$ cat config.mk
export PLATFORM = sky130hd
export DESIGN_NAME = vtp_queue
export DESIGN_NICKNAME = d
export VERILOG_FILES = /design/src/design/vtp_pkg.sv /design/src/design/vtp_queue.sv
export SDC_FILE = /design/constraint.sdc
export NUM_CORES = 1
export LEC_CHECK = 0
export BUFFER_PORTS_ARGS = -buffer_cell sky130_fd_sc_hd__buf_2
export CORE_ASPECT_RATIO = 0.6
export CORE_MARGIN = 1
export CORE_UTILIZATION = 57
export CTS_CLUSTER_DIAMETER = 40
export DETAILED_ROUTE_END_ITERATION = 10
export PLACE_DENSITY = 0.87
export REMOVE_ABC_BUFFERS = 1
export SYNTH_ARGS = -nofsm -noshare
export SYNTH_HDL_FRONTEND = slang
export SYNTH_SLANG_ARGS = --single-unit
export TNS_END_PERCENT = 1
$ cat constraint.sdc
create_clock -name clk -period 10.5 [get_ports clk]
set_input_delay 1.05 -clock clk [delete_from_list [all_inputs] [get_ports clk]]
set_output_delay 1.05 -clock clk [all_outputs]
set_load 0.02 [all_outputs]
$ cat src/design/vtp_pkg.sv
// Package for the vertex transform unit: payload words, queue entry and divider stage types.
// Used by every module of the block; depends on nothing.
package vtp_pkg;

	localparam int unsigned CoordW   = 32;
	localparam int unsigned ElemW    = 16;
	localparam int unsigned RowW     = 64;
	localparam int unsigned SumW     = 50;
	localparam int unsigned MagW     = 49;
	localparam int unsigned FracW    = 16;
	localparam int unsigned NumRows  = 4;
	localparam int unsigned NumLanes = 3;
	localparam int unsigned DivSteps = 32;

	localparam logic [RowW-1:0] ROW0_RESET = 64'h0000_0000_0000_1000;
	localparam logic [RowW-1:0] ROW1_RESET = 64'h0000_0000_1000_0000;
	localparam logic [RowW-1:0] ROW2_RESET = 64'h0000_1000_0000_0000;
	localparam logic [RowW-1:0] ROW3_RESET = 64'h1000_0000_0000_0000;

	localparam logic [CoordW-1:0] Q_MAX = 32'h7FFF_FFFF;
	localparam logic [CoordW-1:0] Q_MIN = 32'h8000_0000;

	typedef enum logic [1:0] {
		REG_ROW0 = 2'd0,
		REG_ROW1 = 2'd1,
		REG_ROW2 = 2'd2,
		REG_ROW3 = 2'd3
	} reg_index_t;

	typedef struct packed {
		logic signed [CoordW-1:0] in_x;
		logic signed [CoordW-1:0] in_y;
		logic signed [CoordW-1:0] in_z;
	} vtx_word_t;

	typedef struct packed {
		logic signed [CoordW-1:0] out_x;
		logic signed [CoordW-1:0] out_y;
		logic signed [CoordW-1:0] out_z;
		logic                     w_was_zero;
		logic                     saturated;
	} res_word_t;

	// One coordinate as classified by the front end.
	typedef struct packed {
		logic [MagW-1:0]   un;
		logic              neg;
		logic              ovf;
		logic [CoordW-1:0] und;
		logic              und_sat;
	} q_lane_t;

	typedef struct packed {
		logic [MagW-1:0]          ud;
		logic                     wz;
		q_lane_t [NumLanes-1:0]   lane;
	} q_entry_t;

	// One coordinate inside the divider pipeline.
	typedef struct packed {
		logic [MagW-1:0]   rem;
		logic [FracW-1:0]  nlo;
		logic [CoordW-1:0] quo;
		logic              neg;
		logic              ovf;
		logic [CoordW-1:0] und;
		logic              und_sat;
	} div_lane_t;

	typedef struct packed {
		logic [MagW-1:0]          ud;
		logic                     wz;
		div_lane_t [NumLanes-1:0] lane;
	} div_stage_t;

	// Queue status seen by the two sides.
	typedef struct packed {
		logic full;
		logic empty;
	} q_status_t;

	// One restoring division step: bring in the next dividend bit and
	// subtract the divisor when it fits.
	function automatic div_lane_t div_step(div_lane_t l, logic [MagW-1:0] d);
		logic [MagW:0] r2;
		logic [MagW:0] diff;
		logic          ge;
		div_lane_t     o;
		o    = l;
		r2   = {l.rem, l.nlo[FracW-1]};
		diff = r2 - {1'b0, d};
		ge   = ~diff[MagW];
		o.rem = ge ? diff[MagW-1:0] : r2[MagW-1:0];
		o.nlo = {l.nlo[FracW-2:0], 1'b0};
		o.quo = {l.quo[CoordW-2:0], ge};
		return o;
	endfunction

endpackage

$ cat src/design/vtp_queue.sv
// Short queue between the front end and the divider back end.
// Depends on vtp_pkg.
module vtp_queue import vtp_pkg::*; #(
	parameter int unsigned DEPTH = 4
) (
	input  logic      clk,
	input  logic      arst_n,
	input  logic      push,
	input  q_entry_t  wr_data,
	input  logic      pop,
	output q_entry_t  rd_data,
	output q_status_t status
);

	localparam int unsigned PtrW = (DEPTH > 1) ? $clog2(DEPTH) : 1;
	localparam int unsigned CntW = $clog2(DEPTH + 1);

	q_entry_t        mem_q [DEPTH];
	logic [PtrW-1:0] wr_ptr_q, rd_ptr_q;
	logic [CntW-1:0] count_q;

	assign status.full  = (count_q == CntW'(DEPTH));
	assign status.empty = (count_q == '0);
	assign rd_data      = mem_q[rd_ptr_q];

	always_ff @(posedge clk or negedge arst_n) begin
		if (!arst_n) begin
			wr_ptr_q <= '0;
			rd_ptr_q <= '0;
			count_q  <= '0;
		end else begin
			if (push) begin
				wr_ptr_q <= (wr_ptr_q == PtrW'(DEPTH - 1)) ? '0 : wr_ptr_q + 1'b1;
			end
			if (pop) begin
				rd_ptr_q <= (rd_ptr_q == PtrW'(DEPTH - 1)) ? '0 : rd_ptr_q + 1'b1;
			end
			if (push && !pop) begin
				count_q <= count_q + 1'b1;
			end else if (pop && !push) begin
				count_q <= count_q - 1'b1;
			end
		end
	end

	always_ff @(posedge clk) begin
		if (push) begin
			mem_q[wr_ptr_q] <= wr_data;
		end
	end

	assert property (@(posedge clk) disable iff (!arst_n) count_q <= CntW'(DEPTH))
		else $error("queue count above depth");
	assert property (@(posedge clk) disable iff (!arst_n) status.full |-> !push)
		else $error("push into a full queue");
	assert property (@(posedge clk) disable iff (!arst_n) status.empty |-> !pop)
		else $error("pop from an empty queue");

endmodule

======== Word level (Yosys, flattened, before mapping) ========
Memories as Yosys holds them, arrays and structs flattened.
Cells that the tools add are included.
word-level totals
  flip-flop bits (word level) ............. 7
  bits in writable memories ............... 1208
  input port bits ......................... 306
  logic and storage cells ................. 23
  memories kept ........................... 1
operators by class
  add/subtract/negate cells ............... 4
  eq/ne operators ......................... 3
  muxes and demuxes ....................... 6
  reduce and logical (&&, ||, !) cells .... 6
memories
  name   words  width  rd ports  clocked after memory_dff  wr ports  line             RTL
  mem_q  4      302    1         0                         1         vtp_queue.sv:18  q_entry_t mem_q [DEPTH];
operators by type and width
  kind                 count
  $mux 3               2
  $add 2x1->2 const B  2
  $eq 2x2->1 const B   2
  $mux 2               2
  $add 3x1->3 const B  1
  $eq 3x3->1 const B   1
  $logic_not 3->1      1
  $sub 3x1->3 const B  1
  $logic_and 1x1->1    2
  $logic_not 1->1      2
  $mux 1               2
  $reduce_bool 2->1    1

======== Depth between registers and ports, before layout ========
Gate-level depths: netlist of the first run.
  depth in word-level cells ............... 4
  depth in mapped cells ................... 7

======== Worst setup path after synthesis of the first run ========
OpenSTA, ideal clock, no wires.
  path type ............................... input-to-reg
  start point ............................. input port push
  end point ............................... memory mem_q[0][0] (netlist name) (enable)
  setup time .............................. 0.701 ns
  arrival time ............................ 7.861 ns
  path slack .............................. 1.938 ns
  cell stages on the path ................. 1
  cells stage by stage .................... and2_1
on the way
  cells in the longest elaborated chain, start to end .. 2
RTL lines
  item                          line             RTL
  start, declared               vtp_queue.sv:8   input logic push,
  $mux 1                        vtp_queue.sv:47  if (push) begin
  $mux 1 (implied by the code)  vtp_queue.sv:48  mem_q[wr_ptr_q] <= wr_data;
  end, declared                 vtp_queue.sv:18
Every way passes these cells.

==> results of run 1 <==
sequential cells by signal, indices dropped and copies added (netlist names):
signal    cells
mem_q      1208
count_q       3
wr_ptr_q      2
rd_ptr_q      2
per-layer routing:
layer,vias to the layer above,GRT usage (%),share of wire [%]
met5,-,0,0.15
met4,20,6.81,2.0
met3,152,7.72,9.6
met2,1043,41.7,53
met1,10700,30.3,35
li1,8424,-,-
cell families after synthesis:
family	count (synthesis)
simple gates	11
fa+ha+maj	7
compound gates	2
buf+inv	72
xor+xnor	3
mux	305
flops	1215
final timing paths:
check                            start             to  slack (ns)  depth (start not counted)
max in group asynchronous       arst_n    rd_ptr_q[0]       10.11                          1
min in group clk            count_q[2]     count_q[2]        0.51                          1
setup / recovery           rd_ptr_q[0]   rd_data[191]        5.22                          4
hold reg to reg             count_q[2]     count_q[2]        0.51                          1
hold / removal                  arst_n    rd_ptr_q[1]        0.19                          1
setup reg to reg           wr_ptr_q[1]  mem_q[1][155]        7.11                          5
final cells by class:
class / instances / area [sq um]
Multi-Input combinational cell: 328 / 7030
Tap cell: 1000 / 1250
Clock buffer: 127 / 2730
Clock inverter: 71 / 785
Sequential cell: 1215 / 36500
Timing Repair Buffer: 627 / 3270
Inverter: 4 / 15.0
Antenna cell: 18 / 45.0
Fill cell: 4334 / 24400
layout by cell type (no fill, tap or decap):
cell type,n
sky130_fd_sc_hd__and2_4,4
sky130_fd_sc_hd__buf_12,7
sky130_fd_sc_hd__buf_2,609
sky130_fd_sc_hd__buf_4,11
sky130_fd_sc_hd__bufinv_16,12
sky130_fd_sc_hd__clkbuf_1,21
sky130_fd_sc_hd__clkbuf_16,106
sky130_fd_sc_hd__clkinv_1,24
sky130_fd_sc_hd__clkinv_16,1
sky130_fd_sc_hd__clkinv_2,12
sky130_fd_sc_hd__clkinv_4,1
sky130_fd_sc_hd__clkinv_8,6
sky130_fd_sc_hd__clkinvlp_4,8
sky130_fd_sc_hd__dfrtp_1,5
sky130_fd_sc_hd__dfrtp_4,2
sky130_fd_sc_hd__diode_2,18
sky130_fd_sc_hd__edfxtp_1,1208
sky130_fd_sc_hd__fa_1,1
sky130_fd_sc_hd__ha_1,6
sky130_fd_sc_hd__inv_1,4
sky130_fd_sc_hd__inv_16,1
sky130_fd_sc_hd__inv_6,4
sky130_fd_sc_hd__inv_8,2
sky130_fd_sc_hd__mux2_2,3
sky130_fd_sc_hd__mux4_2,302
sky130_fd_sc_hd__nand2_1,2
sky130_fd_sc_hd__nor2_1,3
sky130_fd_sc_hd__nor3_1,1
sky130_fd_sc_hd__nor3b_1,1
sky130_fd_sc_hd__o21ai_0,2
sky130_fd_sc_hd__xnor2_1,1
sky130_fd_sc_hd__xor2_1,2
where the power goes:
| part | switching, W | internal [W] | total [W] |
|---|---|---|---|
| combinational | 0.00280 | 0.00178 | 0.00458 |
| clock | 0.00176 | 0.00218 | 0.00394 |
| sequential | 0.000291 | 0.00623 | 0.00652 |
| total | 0.00485 | 0.0102 | 0.0150 |
critical path, delay by kind of cell (launching register included):
family / cells / cell delay [ns]
buf+inv: 3 / 1.54
mux: 1 / 0.63
flops: 1 / 1.10
metrics by stage:
step	hold slack, ns	cells	setup TNS [ns]
2_1_floorplan	0.456	1547	-936.04
3_3_place_gp	0.473	3174	0
3_5_place_dp	0.502	3174	0
4_1_cts	0.136	3372	0
5_1_grt	0.150	3380	0
6_report	0.187	3390	0
==> impl_metrics.py, run 1 <==
metrics = {
    "synthesis": {
        "synth_top_family_by_area": "multiplexers",
        "synth.area.mux_share_pct": 15.5,
        "synth_enable_flop_cells": 1208,
        "postSynthAreaPerCell_sq_um": 27.3,
        "syn_area_sq_mm": 0.0440,
        "yosys.area.top_type_share_pct": 82.4,
        "postSynthRegisterBits": 1215,
        "gate_count_of_the_mapped_netlist": 1615,
        "synth_compound_gate_area_share_pct": 0.0227,
        "ys_top_cells_by_count": "sky130_fd_sc_hd__edfxtp_1, sky130_fd_sc_hd__mux4_2, sky130_fd_sc_hd__buf_2",
        "ys_flop_type": "sky130_fd_sc_hd__edfxtp_1",
        "ys_seq_area_share_pct": 82.8,
        "synth_top_area_cell": "sky130_fd_sc_hd__edfxtp_1",
        "fraction_of_synthesis_flops_using_an_asynchronous_set_or_reset_pin_pct": 0.576,
        "synth_top_cells_by_area": "sky130_fd_sc_hd__edfxtp_1, sky130_fd_sc_hd__mux4_2, sky130_fd_sc_hd__buf_6, sky130_fd_sc_hd__dfrtp_1, sky130_fd_sc_hd__buf_2",
        "synthAdderAreaFrac_pct": 0.216,
        "synth_simple_gate_area_share_pct": 0.128,
        "yosysUniqueCellTypes": 19,
        "synth_most_common_cell": "sky130_fd_sc_hd__edfxtp_1",
        "synth-xor-area-share_pct": 0.0597,
        "ys.warnings.count": 0,
    },
    "global_route": {
        "antenna_found_initial": 25,
        "grt_pass1_wl_um": 139000,
        "grt_start_max_net_pins": 154,
        "grt_overflow": 0,
        "groute.usage.overall_pct": 24.4,
        "first_global_vias": 21500,
    },
    "detailed_routing": {
        "number_of_iterations_in_the_first_detailed_routing_pass": 5,
        "route.final.wire_length_um": 95600,
        "remaining_drc_errors": 0,
        "routed_via_density": 6.01,
        "wire_per_inst_um": 28.2,
        "detailedRoute.firstIterationViolations": 2180,
        "ant_nets": 0,
        "vias": 20400,
    },
    "clocking": {
        "clockRootBuffer": "sky130_fd_sc_hd__clkbuf_16",
        "cts_tree": "done",
        "postCtsHoldBufs": 0,
        "post_cts.resized_instances": 0,
        "number_of_levels_in_the_clock_h_tree": 3,
        "cts.reportedPaths.clkPinSlew_ns": 0.07,
        "cts-buffers-inserted": 106,
        "cts_post_setup_buffers_inserted": 0,
        "cts.sinks": 1215,
        "clk-insertion-delay-late_ns": 0.70,
        "clock_tree.buffer_depth": 3,
    },
    "sta": {
        "period_share_pct": 50.3,
        "slew_viol_final": 0,
        "report.final.setup_viol": 0,
        "fin_worst_skew_ns": 0.0435,
        "fmax_mhz": 189,
        "finalHoldViolCount": 0,
        "min_period_ns": 5.28,
        "final_critical_path_setup_slack_ns": 5.22,
        "worst_pin_slew_ns": 1.46,
        "rsz_0062_raised_after_global_routing": "false",
        "worst_relative_slew_slack_pct": 2.88,
    },
    "place": {
        "place.gp.congestion": 0.858,
        "preCtsSetupSlack_ns": 5.84,
        "place.port_buffers": 609,
        "dp_hpwl_um": 54800,
        "placed_area_sq_mm": 0.0480,
    },
    "setup_path": {
        "cp_data_arrival_time_ns": 4.23,
        "critical_path.slowest_cell": "sky130_fd_sc_hd__dfrtp_4",
        "cp-end-kind": "output pin",
        "worstSetupStartpointType": "register",
        "crit_chain": "buf_12 -> buf_4 -> mux4_2 -> buf_2",
        "critical_path_class": "reg -> out",
        "critical_path_required_ns": 9.45,
        "critPathMaxFanout": 107,
        "cp_slowest_stage_delay_ns": 1.10,
    },
    "power_and_ir_drop": {
        "totalPowerFinal_w": 0.0150,
        "power.static_leakage_nw": 17.4,
        "power.density_mw_per_mm2": 291,
        "max-vdd-ir-drop_uv": 412,
    },
    "final_layout": {
        "final_design_area_no_fill_sq_mm": 0.0516,
        "fin_util_pct": 67.9,
        "design.final.nets": 2595,
        "area_growth_syn_to_layout_pct": 17.2,
        "post_route_cells_drive_above_1_share_pct": 46.0,
    },
    "die": {
        "design.core.area_sq_mm": 0.0760,
        "fp.dieW_um": 361,
        "effective_utilization_at_floorplan_pct": 57.9,
        "die-area_sq_mm": 0.0784,
        "ioPinCount": 610,
        "die_height_um": 217,
        "floorplan_row_count": 78,
    },
    "flow_run": {
        "timing.max_cap.violations": 0,
    },
    "outcome": {
        "run_status": "complete, no violations",
    },
    "hold_path": {
        "timing.hold.worst.class": "in -> async",
    },
}
(Power assumes the default switching activity.)
==> inputs of run 2 (changes only) <==
==> constraint.sdc (replaced) <==
create_clock -name clk -period 5.3 [get_ports clk]
set_input_delay 0.53 -clock clk [delete_from_list [all_inputs] [get_ports clk]]
set_output_delay 0.53 -clock clk [all_outputs]
set_load 0.02 [all_outputs]
==> run 2 against run 1 <==
Critical path depth is 1 lower; die area stayed put; routed wire length is 5.9% higher; count of clock-buffer cells in the layout is 3 lower; final area is 0.78% higher; core utilization is 0.53 points higher; final cell count is 1.1% higher; critical endpoint is now rd_data[224]; largest cell class unchanged; largest power group unchanged.
==> impl_metrics.py, run 2 (same netlist as run 1, synthesis figures left out) <==
metrics = {
    "setup_path": {
        "worst_setup_path_startpoint": "rd_ptr_q[0]",
        "critical_path_class": "reg -> out",
        "capture_point_of_the_worst_path": "rd_data[224]",
        "critPathMaxFanout": 38,
        "timing.rr.end": "mem_q[1][85]",
        "cp_data_arrival_time_ns": 3.10,
        "critical_path_required_ns": 4.77,
        "reg2reg_depth": 4,
        "worstSetupStartpointType": "register",
        "r2r_setup_slack_ns": 2.72,
        "cp-end-kind": "output pin",
        "crit-reg2reg-launch": "wr_ptr_q[1]",
    },
    "global_route": {
        "first_global_vias": 22100,
        "grt_pass1_wl_um": 148000,
        "groute.usage.overall_pct": 26.1,
        "grt_start_max_net_pins": 95,
        "grt_overflow": 0,
        "antenna_found_initial": 27,
    },
    "final_layout": {
        "biggest_regs": "mem_q x1208, count_q x3",
        "mostFrequentLayoutCell": "sky130_fd_sc_hd__edfxtp_1",
        "most-common-layout-cells": "sky130_fd_sc_hd__edfxtp_1, sky130_fd_sc_hd__buf_2, sky130_fd_sc_hd__mux4_2, sky130_fd_sc_hd__clkbuf_16, sky130_fd_sc_hd__buf_4",
        "area_growth_syn_to_layout_pct": 18.1,
        "final-instance-count-excl-fill": 3427,
        "largest-register": "mem_q",
        "design.final.nets": 2628,
        "largest_reg_flops": 1208,
        "post_route_cells_drive_above_1_share_pct": 46.6,
        "fin_util_pct": 68.4,
    },
    "die": {
        "die_height_um": 217,
        "die-area_sq_mm": 0.0784,
        "ioPinCount": 610,
        "fp.dieW_um": 361,
        "floorplan_row_count": 78,
        "design.core.area_sq_mm": 0.0760,
        "effective_utilization_at_floorplan_pct": 57.9,
    },
    "clocking": {
        "number_of_levels_in_the_clock_h_tree": 3,
        "clk-insertion-delay-late_ns": 0.71,
        "cts.reportedPaths.clkPinSlew_ns": 0.07,
        "post_cts.resized_instances": 0,
        "clockRootBuffer": "sky130_fd_sc_hd__clkbuf_16",
        "cts_post_setup_buffers_inserted": 0,
        "cts-buffers-inserted": 106,
        "clock_tree.buffer_depth": 3,
        "cts.sinks": 1215,
        "cts_tree": "done",
    },
    "detailed_routing": {
        "number_of_iterations_in_the_first_detailed_routing_pass": 5,
        "detailedRoute.firstIterationViolations": 2268,
        "ant_nets": 0,
        "remaining_drc_errors": 0,
        "wire_per_inst_um": 29.6,
        "routed_via_density": 6.10,
        "route.final.wire_length_um": 101000,
        "vias": 20900,
    },
    "sta": {
        "hold-worst-slack_ns": 0.0477,
        "min_period_ns": 3.63,
        "worst_pin_slew_ns": 1.05,
        "rsz_0062_raised_after_global_routing": "false",
        "fin_worst_skew_ns": 0.0262,
        "fmax_mhz": 275,
        "period_share_pct": 68.5,
        "report.final.setup_viol": 0,
        "worst_relative_slew_slack_pct": 30.3,
        "finalHoldViolCount": 0,
        "slew_viol_final": 0,
    },
    "place": {
        "place.gp.congestion": 0.772,
        "dpl.cell_count": 3195,
        "dp_hpwl_um": 57500,
        "place.port_buffers": 609,
    },
    "hold_path": {
        "timing.hold.worst.class": "in -> reg",
    },
    "power_and_ir_drop": {
        "power.static_leakage_nw": 17.6,
        "max-vdd-ir-drop_uv": 428,
        "power.density_mw_per_mm2": 579,
    },
    "outcome": {
        "run_status": "complete, no violations",
    },
    "flow_run": {
        "timing.max_cap.violations": 0,
    },
}
run 2: cell types whose count changed in the layout (fill, tap and decap cells not counted), moves of 2 or more:
cell | previous run | this run
sky130_fd_sc_hd__buf_4 | 11 | 25
sky130_fd_sc_hd__dlygate4sd3_1 | 0 | 12
sky130_fd_sc_hd__buf_12 | 7 | 14
sky130_fd_sc_hd__clkinv_2 | 12 | 19
sky130_fd_sc_hd__clkinv_1 | 24 | 18
sky130_fd_sc_hd__diode_2 | 18 | 23
sky130_fd_sc_hd__clkbuf_1 | 21 | 18
sky130_fd_sc_hd__clkinv_8 | 6 | 4
run 2: worst max-delay path: stages, from the launching register on:
cell and delay (ns):
sky130_fd_sc_hd__dfrtp_4 0.98, sky130_fd_sc_hd__buf_4 0.61, sky130_fd_sc_hd__mux4_2 0.61, sky130_fd_sc_hd__buf_2 0.18
run 2: how the worst min path moves through the flow:
stage          slack (ns)  cells after the start            end    startpoint
2_1_floorplan        0.23                      0     count_q[0]        arst_n
6_report             0.05                      1  mem_q[0][113]  wr_data[113]
5_1_grt             0.009                      1  mem_q[3][268]  wr_data[268]
3_5_place_dp         0.37                      1    wr_ptr_q[1]        arst_n
4_1_cts            0.0002                      1  mem_q[2][132]  wr_data[132]
3_3_place_gp         0.37                      1    wr_ptr_q[0]        arst_n
run 2: layer usage:
| layer | part of all wire, % | global-route usage [%] | up-vias |
|---|---|---|---|
| li1 | - | - | 8482 |
| met1 | 35 | 32.3 | 11100 |
| met2 | 53 | 45.3 | 1127 |
| met3 | 8.8 | 7.10 | 214 |
| met4 | 2.9 | 8.09 | 18 |
| met5 | 0.10 | 0 | - |
run 2: layout make-up:
cell class | count | area (sq um)
sequential | 1215 | 36500
antenna | 23 | 57.6
inverter | 4 | 15.0
multi-input combinational | 328 | 7030
fill | 4250 | 24000
timing repair buffer | 660 | 3640
clock inverter | 73 | 821
clock buffer | 124 | 2720
tap | 1000 | 1250
run 2: stage by stage:
step / setup TNS [ns] / setup WS, ns / power [W] / instance area (sq um)
2_1_floorplan: -5784.11 / -7.76 / 0.0187 / 43500
3_3_place_gp: 0 / 2.39 / 0.0219 / 48300
3_5_place_dp: 0 / 2.36 / 0.0222 / 48300
4_1_cts: 0 / 1.54 / 0.0303 / 51900
5_1_grt: 0 / 1.45 / 0.0311 / 52000
6_report: 0 / 1.67 / 0.0301 / 52000
run 2: power by group:
group	internal, W	switching, W	leakage, nW
Clock	0.00436	0.00353	1.71
Combinational	0.00363	0.00568	4.72
Sequential	0.0123	0.000600	11.2
Total	0.0203	0.00981	17.6
run 2: repair_timing:
| item | in CTS | in global routing |
|---|---|---|
| setup endpoints to repair | 0 | 0 |
| hold buffers | 12 | 0 |
| hold endpoints to repair | 39 | 0 |
